### src/rtl/core/aip_pkg.sv
package aip_pkg;

    localparam int unsigned ByteW  = 8;
    localparam int unsigned BaseW  = 6;
    localparam int unsigned ValueW = 64;
    localparam int unsigned DigitW = 8;

    // characters the parser reacts to
    localparam logic [ByteW-1:0] ChSpace = 8'h20;
    localparam logic [ByteW-1:0] ChTab   = 8'h09;
    localparam logic [ByteW-1:0] ChMinus = 8'h2D;
    localparam logic [ByteW-1:0] ChPlus  = 8'h2B;
    localparam logic [ByteW-1:0] ChZero  = 8'h30;
    localparam logic [ByteW-1:0] ChXLow  = 8'h78;
    localparam logic [ByteW-1:0] ChXUp   = 8'h58;
    localparam logic [ByteW-1:0] ChOLow  = 8'h6F;
    localparam logic [ByteW-1:0] ChOUp   = 8'h4F;
    localparam logic [ByteW-1:0] ChBLow  = 8'h62;
    localparam logic [ByteW-1:0] ChBUp   = 8'h42;

    localparam logic [BaseW-1:0] BaseAuto = 6'd0;
    localparam logic [BaseW-1:0] BaseBin  = 6'd2;
    localparam logic [BaseW-1:0] BaseOct  = 6'd8;
    localparam logic [BaseW-1:0] BaseDec  = 6'd10;
    localparam logic [BaseW-1:0] BaseHex  = 6'd16;

    localparam logic [DigitW-1:0] DigitNone = 8'hFF;

    typedef enum logic [5:0] {
        PH_LEAD   = 6'b000001,
        PH_SIGN   = 6'b000010,
        PH_PREFIX = 6'b000100,
        PH_DIGITS = 6'b001000,
        PH_TRAIL  = 6'b010000,
        PH_ERROR  = 6'b100000
    } phase_t;

    typedef struct packed {
        phase_t              phase;
        logic [BaseW-1:0]    base;
        logic                neg;
        logic                seen;
        logic [ValueW-1:0]   acc;
    } parse_state_t;

    typedef struct packed {
        logic                ok;
        logic [ValueW-1:0]   value;
    } parse_result_t;

    // parser at rest: leading-whitespace phase, auto base, nothing gathered
    localparam parse_state_t StateIdle = '{
        phase: PH_LEAD,
        base:  BaseAuto,
        neg:   1'b0,
        seen:  1'b0,
        acc:   '0
    };

    function automatic logic is_blank(input logic [ByteW-1:0] c);
        return (c == ChSpace) || (c == ChTab);
    endfunction

    // 0-9, a-z, A-Z map to 0..35; anything else is not a digit
    function automatic logic [DigitW-1:0] digit_value(input logic [ByteW-1:0] c);
        logic [DigitW-1:0] d;
        d = DigitNone;
        if (c >= 8'h30 && c <= 8'h39)
        begin
            d = c - 8'h30;
        end
        else if (c >= 8'h61 && c <= 8'h7A)
        begin
            d = c - 8'h57;
        end
        else if (c >= 8'h41 && c <= 8'h5A)
        begin
            d = c - 8'h37;
        end
        return d;
    endfunction

endpackage

### src/rtl/core/aip_step.sv
// One character through the parse phases; next state and result.
module aip_step
(
    input  aip_pkg::parse_state_t          cur,
    input  logic [aip_pkg::ByteW-1:0]      text_byte,
    input  logic                           first_byte,
    input  logic                           last_byte,
    input  logic [aip_pkg::BaseW-1:0]      number_base,
    output aip_pkg::parse_state_t          nxt,
    output aip_pkg::parse_result_t         res
);

    aip_pkg::parse_state_t       st;
    aip_pkg::parse_state_t       clr;
    logic                        stop;
    logic [aip_pkg::DigitW-1:0]  dig;
    logic [aip_pkg::ValueW-1:0]  mac;

    assign dig = aip_pkg::digit_value(text_byte);

    always_comb
    begin
        clr       = '0;
        clr.phase = aip_pkg::PH_LEAD;

        st = cur;
        if (first_byte)
        begin
            st      = clr;
            st.base = number_base;
        end

        stop = 1'b0;
        mac  = '0;

        if (st.phase == aip_pkg::PH_LEAD)
        begin
            if (aip_pkg::is_blank(text_byte))
            begin
                stop = 1'b1;
            end
            else if (text_byte == aip_pkg::ChMinus)
            begin
                st.neg   = 1'b1;
                st.phase = aip_pkg::PH_SIGN;
                stop     = 1'b1;
            end
            else if (text_byte == aip_pkg::ChPlus)
            begin
                st.phase = aip_pkg::PH_SIGN;
                stop     = 1'b1;
            end
            else
            begin
                st.phase = aip_pkg::PH_SIGN;
            end
        end

        if (!stop)
        begin
            if (st.phase == aip_pkg::PH_SIGN)
            begin
                // auto mode: a leading zero may open a prefix, hold it a beat
                if (st.base == aip_pkg::BaseAuto && text_byte == aip_pkg::ChZero
                    && !last_byte)
                begin
                    st.phase = aip_pkg::PH_PREFIX;
                    stop     = 1'b1;
                end
                else
                begin
                    if (st.base == aip_pkg::BaseAuto)
                    begin
                        st.base = aip_pkg::BaseDec;
                    end
                    st.phase = aip_pkg::PH_DIGITS;
                end
            end
            else if (st.phase == aip_pkg::PH_PREFIX)
            begin
                stop     = 1'b1;
                st.phase = aip_pkg::PH_DIGITS;
                if (text_byte == aip_pkg::ChXLow || text_byte == aip_pkg::ChXUp)
                begin
                    st.base = aip_pkg::BaseHex;
                end
                else if (text_byte == aip_pkg::ChOLow || text_byte == aip_pkg::ChOUp)
                begin
                    st.base = aip_pkg::BaseOct;
                end
                else if (text_byte == aip_pkg::ChBLow || text_byte == aip_pkg::ChBUp)
                begin
                    st.base = aip_pkg::BaseBin;
                end
                else
                begin
                    // held zero was a decimal digit
                    stop    = 1'b0;
                    st.base = aip_pkg::BaseDec;
                    st.seen = 1'b1;
                    st.acc  = '0;
                end
            end
        end

        if (!stop && st.phase == aip_pkg::PH_DIGITS)
        begin
            if (dig < {2'b00, st.base})
            begin
                mac     = st.acc * {{(aip_pkg::ValueW-aip_pkg::BaseW){1'b0}}, st.base};
                st.acc  = mac + {{(aip_pkg::ValueW-aip_pkg::DigitW){1'b0}}, dig};
                st.seen = 1'b1;
                stop    = 1'b1;
            end
            else
            begin
                st.phase = aip_pkg::PH_TRAIL;
            end
        end

        if (!stop && st.phase == aip_pkg::PH_TRAIL)
        begin
            if (!aip_pkg::is_blank(text_byte))
            begin
                st.phase = aip_pkg::PH_ERROR;
            end
        end

        res.ok    = st.seen && (st.phase != aip_pkg::PH_ERROR);
        res.value = '0;
        if (res.ok)
        begin
            res.value = st.neg ? (~st.acc + 64'd1) : st.acc;
        end

        nxt = last_byte ? clr : st;
    end

endmodule

### src/rtl/core/ascii_integer_parser.sv
// Path of a string's last byte: input register, parse step, result register.
// Throughput: one byte per cycle, back to back, unless a last byte waits on a
// full, stalled result register; bounded by the accumulator multiply-add loop
// (64 x 6 multiply, add digit). Reset (rst_n low, asynchronous): input and result
// registers empty; parser in leading-whitespace phase, auto base, zero accumulator.
module ascii_integer_parser
(
    input  logic        clk,
    input  logic        rst_n,

    input  logic        s_axis_tvalid,
    output logic        s_axis_tready,
    input  logic [15:0] s_axis_tdata,   // [7:0] text_byte, [13:8] number_base, [15:14] zero
    input  logic        s_axis_tuser,   // [0] first_byte
    input  logic        s_axis_tlast,   // last_byte

    output logic        m_axis_tvalid,
    input  logic        m_axis_tready,
    output logic [63:0] m_axis_tdata,   // [63:0] parsed_value
    output logic        m_axis_tuser    // [0] parse_ok
);

    // input register: one beat waiting for the parse step
    logic                          in_valid_reg;
    logic [aip_pkg::ByteW-1:0]     in_byte_reg;
    logic [aip_pkg::BaseW-1:0]     in_base_reg;
    logic                          in_first_reg;
    logic                          in_last_reg;

    // running parse state
    aip_pkg::parse_state_t         state_reg;
    aip_pkg::parse_state_t         state_next;
    aip_pkg::parse_result_t        step_res;

    // result register
    logic                          out_valid_reg;
    logic                          out_ok_reg;
    logic [aip_pkg::ValueW-1:0]    out_value_reg;

    logic                          advance;

    // a buffered beat moves on unless it carries a result and the result
    // register is still full and stalled
    assign advance       = in_valid_reg && (!in_last_reg || !out_valid_reg || m_axis_tready);
    assign s_axis_tready = !in_valid_reg || advance;

    always_ff @(posedge clk or negedge rst_n)
    begin
        if (!rst_n)
        begin
            in_valid_reg <= 1'b0;
        end
        else if (s_axis_tready)
        begin
            in_valid_reg <= s_axis_tvalid;
        end
    end

    always_ff @(posedge clk)
    begin
        if (s_axis_tvalid && s_axis_tready)
        begin
            in_byte_reg  <= s_axis_tdata[7:0];
            in_base_reg  <= s_axis_tdata[13:8];
            in_first_reg <= s_axis_tuser;
            in_last_reg  <= s_axis_tlast;
        end
    end

    aip_step u_step
    (
        .cur         (state_reg),
        .text_byte   (in_byte_reg),
        .first_byte  (in_first_reg),
        .last_byte   (in_last_reg),
        .number_base (in_base_reg),
        .nxt         (state_next),
        .res         (step_res)
    );

    always_ff @(posedge clk or negedge rst_n)
    begin
        if (!rst_n)
        begin
            state_reg <= aip_pkg::StateIdle;
        end
        else if (advance)
        begin
            state_reg <= state_next;
        end
    end

    always_ff @(posedge clk or negedge rst_n)
    begin
        if (!rst_n)
        begin
            out_valid_reg <= 1'b0;
        end
        else if (advance && in_last_reg)
        begin
            out_valid_reg <= 1'b1;
        end
        else if (m_axis_tready)
        begin
            out_valid_reg <= 1'b0;
        end
    end

    always_ff @(posedge clk)
    begin
        if (advance && in_last_reg)
        begin
            out_ok_reg    <= step_res.ok;
            out_value_reg <= step_res.value;
        end
    end

    assign m_axis_tvalid = out_valid_reg;
    assign m_axis_tdata  = out_value_reg;
    assign m_axis_tuser  = out_ok_reg;

`ifndef SYNTHESIS
    // a failed parse always reports zero
    a_fail_zero: assert property (@(posedge clk) disable iff (!rst_n)
        m_axis_tvalid && !m_axis_tuser |-> m_axis_tdata == 64'd0)
        else $error("failed parse with non-zero value");

    // a finished string leaves the parser in its reset state
    a_clear_after_last: assert property (@(posedge clk) disable iff (!rst_n)
        advance && in_last_reg |=> state_reg.phase == aip_pkg::PH_LEAD
            && state_reg.acc == 64'd0 && !state_reg.seen && !state_reg.neg
            && state_reg.base == aip_pkg::BaseAuto)
        else $error("parse state not cleared after last byte");

    // a result only appears for a last byte that moved through the step
    a_result_source: assert property (@(posedge clk) disable iff (!rst_n)
        $rose(out_valid_reg) |-> $past(advance && in_last_reg))
        else $error("result without a last byte");

    // a buffered byte is never dropped while it waits
    a_hold_input: assert property (@(posedge clk) disable iff (!rst_n)
        in_valid_reg && !advance |=> in_valid_reg && $stable(in_byte_reg))
        else $error("buffered byte lost");
`endif

endmodule
### config.mk
export PLATFORM = sky130hd
export DESIGN_NAME = ascii_integer_parser
export DESIGN_NICKNAME = d
export VERILOG_FILES = /design/src/rtl/core/aip_pkg.sv /design/src/rtl/core/aip_step.sv /design/src/rtl/core/ascii_integer_parser.sv
export SDC_FILE = /design/constraint.sdc
export NUM_CORES = 1
export LEC_CHECK = 0
export BUFFER_PORTS_ARGS = -buffer_cell sky130_fd_sc_hd__buf_2
export CAP_MARGIN = 20
export CORE_UTILIZATION = 59
export CTS_CLUSTER_SIZE = 20
export DETAILED_ROUTE_END_ITERATION = 8
export GPL_TIMING_DRIVEN = 0
export PLACE_DENSITY_LB_ADDON = 0.15
export SYNTH_ARGS = -nofsm -noshare
export SYNTH_HDL_FRONTEND = slang
export SYNTH_SLANG_ARGS = --single-unit
### constraint.sdc
create_clock -name clk -period 9.28 [get_ports clk]
set_clock_uncertainty 0.1 [all_clocks]
set_input_delay 0.928 -clock clk [delete_from_list [all_inputs] [get_ports clk]]
set_output_delay 0.928 -clock clk [all_outputs]
set_load 0.05 [all_outputs]
# --- Word level (Yosys, flattened, before mapping) ---
# Index checks and enable logic that the tools add are counted.
# W data, S select, Z words.
classes:
  bitwise_logic: 1
  magnitude_cmp: 7
  mux: 47
  n_mul: 1
  shift: 0
  n_reduce_logical: 25
  div_mod_pow: 0
  addsub: 5
  eq_ne: 17
ops:
  columns: ["operator", "n"]
  rows:
  - ["$mux W65", 8]
  - ["$mux W78", 2]
  - ["$add A64 B1 Y64 const B", 1]
  - ["$add A64 B8 Y64", 1]
  - ["$mul A64 B6 Y64", 1]
  - ["$mux W64", 1]
  - ["$not A64 Y64", 1]
  - ["$mux W6", 10]
  - ["$eq A8 B7 Y1 const B", 6]
  - ["$mux W12", 3]
  - ["$eq A8 B6 Y1 const B", 4]
  - ["$mux W8", 3]
  - ["$mux W1", 18]
  - ["$ge A8 B7 Y1 const B", 2]
  - ["$le A8 B7 Y1 const B", 2]
  - ["$sub A8 B6 Y8 const B", 2]
  - ["$logic_and A1 B1 Y1", 11]
  - ["$eq A8 B4 Y1 const B", 1]
  - ["$ge A8 B6 Y1 const B", 1]
  - ["$le A8 B6 Y1 const B", 1]
  - ["$lt A8 B6 Y1", 1]
  - ["$mux W4", 2]
  - ["$sub A8 B7 Y8 const B", 1]
  - ["$logic_or A1 B1 Y1", 7]
  - ["9 further kinds", 13]
totals:
  memories: 0
  input_bits: 22
  word_cells: 116
  latchBits: 0
  rom_bits: 0
  reg_bits: 161
  ramBits: 0

# --- Depth between registers and ports, before layout ---
logic_depth:
  word_depth: 16
  depth_mapped: 35

# --- Modules after synthesis ---
# Synthesis repeated with hierarchy kept, for this count alone.
hier_totals:
  hier_cells: 2949
  hier_area_um2: 24523.5
modules_own_cells:
  columns: ["mod", "instances", "seq_area_each_um2", "cells_per_inst", "area_per_inst_um2"]
  rows:
  - ["aip_step", 1, 0.0, 2415, 17643.2]
  - ["ascii_integer_parser", 1, 4435.5, 534, 6880.3]

# --- Least setup slack after synthesis ---
# Ideal clock, no wire load.
synth_timing:
  path_type: "reg-to-reg"
  from: "reg in_byte_reg[0] (netlist bit)"
  to: "reg out_value_reg, in the netlist m_axis_tdata[59], data pin"
  arrival_ps: 8883
  path_slack_ps: 43
  synth_period_minus_slack_ps: 9237
  path_stages_with_launch: 34
  cell_sequence: "edfxtp_1 inv_1 ha_1 or3b_2 a211oi_1 nor3_1 nor2_1 clkbuf_1 buf_2 clkbuf_1 buf_1 clkbuf_1 nand2_1 nor2_1 fa_1 fa_1 fa_1 inv_1 fa_1 inv_1 ha_1 and2_1 or3_1 o2111ai_1 a21oi_1 or3_1 a22oi_1 a41oi_1 nor4_4 nand4_1 nor3_2 a31oi_1 xnor2_1 and2_1"
synth_between:
  elab_chain_cells: 16
synth_rtl:
  columns: ["element", "line", "rtl"]
  rows:
  - ["start: declaration", "ascii_integer_parser.sv:25", "logic [aip_pkg::ByteW-1:0] in_byte_reg;"]
  - ["start signal: assignment", "ascii_integer_parser.sv:63", "in_byte_reg <= s_axis_tdata[7:0];"]
  - ["parallel branches: the longest is 16 deep, another holds $mul A64 B6 Y64", null, null]
  - ["end signal: assignment", "ascii_integer_parser.sv:114", "out_value_reg <= step_res.value;"]
  - ["end: declaration", "ascii_integer_parser.sv:38", "logic [aip_pkg::ValueW-1:0] out_value_reg;"]
# Several ways; the timed one is not identified.
# A chain may end at the register's enable or synchronous reset.

# --- Final worst setup path ---
layout_timing:
  from: "reg in_byte_reg[1] (netlist bit)"
  to: "reg out_value_reg, in the netlist m_axis_tdata[44], data pin"
# The elaborated chain is that of the path after synthesis.

==> reports/qor.txt <==
Grt total ovfl: 0
CTS Buf Count: 17
Clk buf depth: 2
Fin Setup TNS: -72.7 ps
Net switching power figure: 912 uW
Netlist cell types: 97
Highest metal used: met5
Drt wl/cell: 26.7 um
Synthesized cell area: 23100 um2
Met2 WL: 39000 um
Clock Power Share: 32.9%
Initial Util: 59.8%
Starting DRC count in detailed routing: 3067
Finished Core Util: 68.9%
Via count: 23100
Pre-antenna DRT Iters: 9
RR Startpoint: in_byte_reg[1]
Placement Cell Area: 24300 um2
Mapped Nets: 3093
Clock sink total: 161
Crit-path max cell delay: 660 ps
Max_slew headroom: 16.4%
# DRC: 1
Worst-Skew Late Latency: 480 ps
Die height: 200 um
Total GRT Usage: 46.2%
Final setup viols: 2
Leak pwr: 12.1 nW
Clk pin slew, worst setup/hold paths: 80 ps
Routability cong.: 1.04
Final Critical Period: 9320 ps
Tcrit/Tclk final: 100%
Status: complete, but fails checks
Die area: 39900 um2
Worst Path Required: 9390 ps
Hold/Removal Path Class: in2async
CP Launch Type: flop
Final hold vios: 0
Seq/Total Area, Yosys: 19.2%
Core ar.: 38600 um2
Wire length on met3: 12900 um
Logic pwr share: 31.8%
Clk root buf: clkbuf_16
I/O Buffers: 86
Top Ports: 89
R2R Setup Slk: -40 ps
Failing checks: design-rule violations, negative setup slack
# rows: 72
Sequential Power Share: 35.3%
Post-synth EDFFs: 81
Setup Crit Path Kind: reg2reg
First-pass GRT wire length: 135000 um
DP Worst Slack: -4200 ps
Area Overhead vs Synth: 15.3%
Post-route ant nets: 0
Cell mode on critical path: buf_4
Switching Fraction: 39.9%
Worst Tran Pin Value: 1250 ps
Cell area after layout: 26600 um2
PwrDens: 86.0 nW/um2
Ys flop type: edfxtp_1
Syn Inst Count: 2688
Metal-1 WL: 33100 um
Fin worst setup slack: -40.1 ps
Post-detail-place hpwl: 69700 um
Int Power: 1.37 mW
Syn Area/Cell: 8.58 um2
Final WL: 90500 um
Worst EP arrival: 9430 ps
RR Endpoint: m_axis_tdata[44]
Slowest cell on crit path: or4b_2
Max-slew violations: 0
CP max FO: 10
CTS tree: yes
Max_cap viols: 0
Ys Warns: 0
Max reg flops: 78
H-tree levels: 4
Endpoint class of the critical path: flop
Number of synthesized register bits: 161
Antenna violations before repair: 1
Via density: 6.81
Largest net degree at the start of global routing: 44
Number of global-route vias before repair: 22200
# hold bufs at CTS: 0
Total Power: 2.28 mW
Fmax: 107 MHz
Die W: 200 um
Nets: 3265
Layout cells sized above 1: 15.6%
Peak VDD IR: 0.0876 mV
Worst r2r path cells: 33
Async set-or-reset flop fraction in the synthesized netlist: 49.7%
[per-stage QoR]
stage               cells  hold slack, ps
global route         3392             384
global placement     3292             360
detailed placement   3300             375
floorplan            2688             342
CTS                  3372             360
finish               3392             351
[metal layers]
metal / track usage [%] / up-vias
met5: 1.73 / -
met4: 24.6 / 4
met3: 15.8 / 346
met2: 68.6 / 1709
met1: 59.1 / 11200
li1: - / 9790
[kinds of logic (layout without fill, tap and decap cells)]
group | Yosys count | after routing | share of synthesized area, %
other cells | 0 | 1 | 0
mux | 23 | 23 | 1.06
flops | 161 | 161 | 19.2
simple gates | 1054 | 1054 | 23.1
compound gates | 646 | 646 | 18.6
buf+inv | 319 | 504 | 5.43
xor+xnor | 102 | 102 | 3.93
fa+ha+maj | 383 | 383 | 28.7
[placed cells by master, fill, tap and decap left out, types with 13 or more instances in the layout]
master	synthesis	final
a31oi_1	42	38
nand2b_1	16	16
xnor2_1	56	49
nand4_1	32	32
fa_1	242	241
nand3_1	63	63
a21o_1	39	38
o211ai_1	27	27
clkbuf_16	0	20
nor2_1	259	247
mux2i_1	14	14
buf_4	3	77
buf_2	16	101
clkbuf_1	139	90
inv_1	134	131
o31ai_1	17	14
nor4_1	20	13
nand2_1	272	263
ha_1	141	136
buf_1	24	17
a22oi_1	39	35
a21oi_1	134	118
or3_1	17	15
a22o_1	17	17
and3_1	81	81
o21a_1	23	23
nor3_1	39	28
edfxtp_1	81	81
o21ai_0	160	151
xor2_1	45	40
dfrtp_1	79	79
and2_1	189	188
a211oi_1	20	14
clkbuf_2	0	24
[synthesized netlist by cell type (all sizes together), types with 8 or more instances]
cell    number  area (um2)
nand2      272        1020
nor2       259         972
fa         242        4840
and2       189        1180
o21ai      168         841
ha         141        1760
clkbuf     139         522
a21oi      134         671
inv        134         503
and3        81         507
edfxtp      81        2430
dfrtp       79        1980
nand3       63         315
xnor2       56         490
buf         46         226
xor2        45         394
nor3        43         235
a31oi       42         263
a21o        39         293
a22oi       39         293
nand4       34         225
o211ai      28         224
nor4        25         205
o21a        24         181
a211oi      23         188
a22o        17         149
o31ai       17         128
or3         17         106
nand2b      16         100
mux2i       14         140
mux2         9         105
nor2b        9        56.3
o21bai       9        67.6
o31a         9        78.8
a21boi       8        60.1
a41oi        8        85.1
o311ai       8        70.1
or2          8        50.1
or4          8        63.8
[critical path, delay by kind of cell, from the launching register on]
| kind | cells | cell delay [ps] |
|---|---|---|
| mux | 1 | 310 |
| simple gates | 9 | 2290 |
| xor+xnor | 1 | 240 |
| flops | 1 | 510 |
| compound gates | 10 | 2650 |
| buf+inv | 9 | 2120 |
| fa+ha+maj | 3 | 800 |
[how the worst max path moves through the flow]
stage / from / slack (ps) / to / cells after the start
4_1_cts: in_byte_reg[1] / 9 / m_axis_tdata[58] / 33
3_5_place_dp: in_byte_reg[0] / -4200 / m_axis_tdata[59] / 33
6_report: in_byte_reg[1] / -40 / m_axis_tdata[44] / 33
3_3_place_gp: in_byte_reg[0] / -4170 / m_axis_tdata[59] / 33
5_1_grt: in_byte_reg[1] / -50 / m_axis_tdata[58] / 31
2_1_floorplan: in_byte_reg[0] / 40 / m_axis_tdata[59] / 33
[timing repair]
action                                  CTS  global route
cloned                                    0             0
hold endpoints to repair                  0             0
pin swaps                                38            31
setup buffers                            44            27
resized for setup                       192           109
endpoints found under the setup margin  119            39
[cell type report]
type                    instances  area (um2)
clock inverters                15         188
clock buffers                  17         425
flip-flops and latches        161        4440
plain buffers                 173         908
multi-input cells            2208       18400
inverters                     134         507
diodes                          1        2.50
well taps                     518         648
fillers                      3188       12000
repair buffers                165        1110
[power by group through the flow]
stage / clock, mW / sequential, mW / combinational [mW]
after floorplan: 0 / 0.858 / 0.312
after global placement: 0 / 0.823 / 0.570
after detailed placement: 0 / 0.822 / 0.587
after CTS: 0.744 / 0.806 / 0.646
after global routing: 0.770 / 0.810 / 0.744
final: 0.751 / 0.807 / 0.727
No activity file was read; power rests on OpenSTA's default activity.
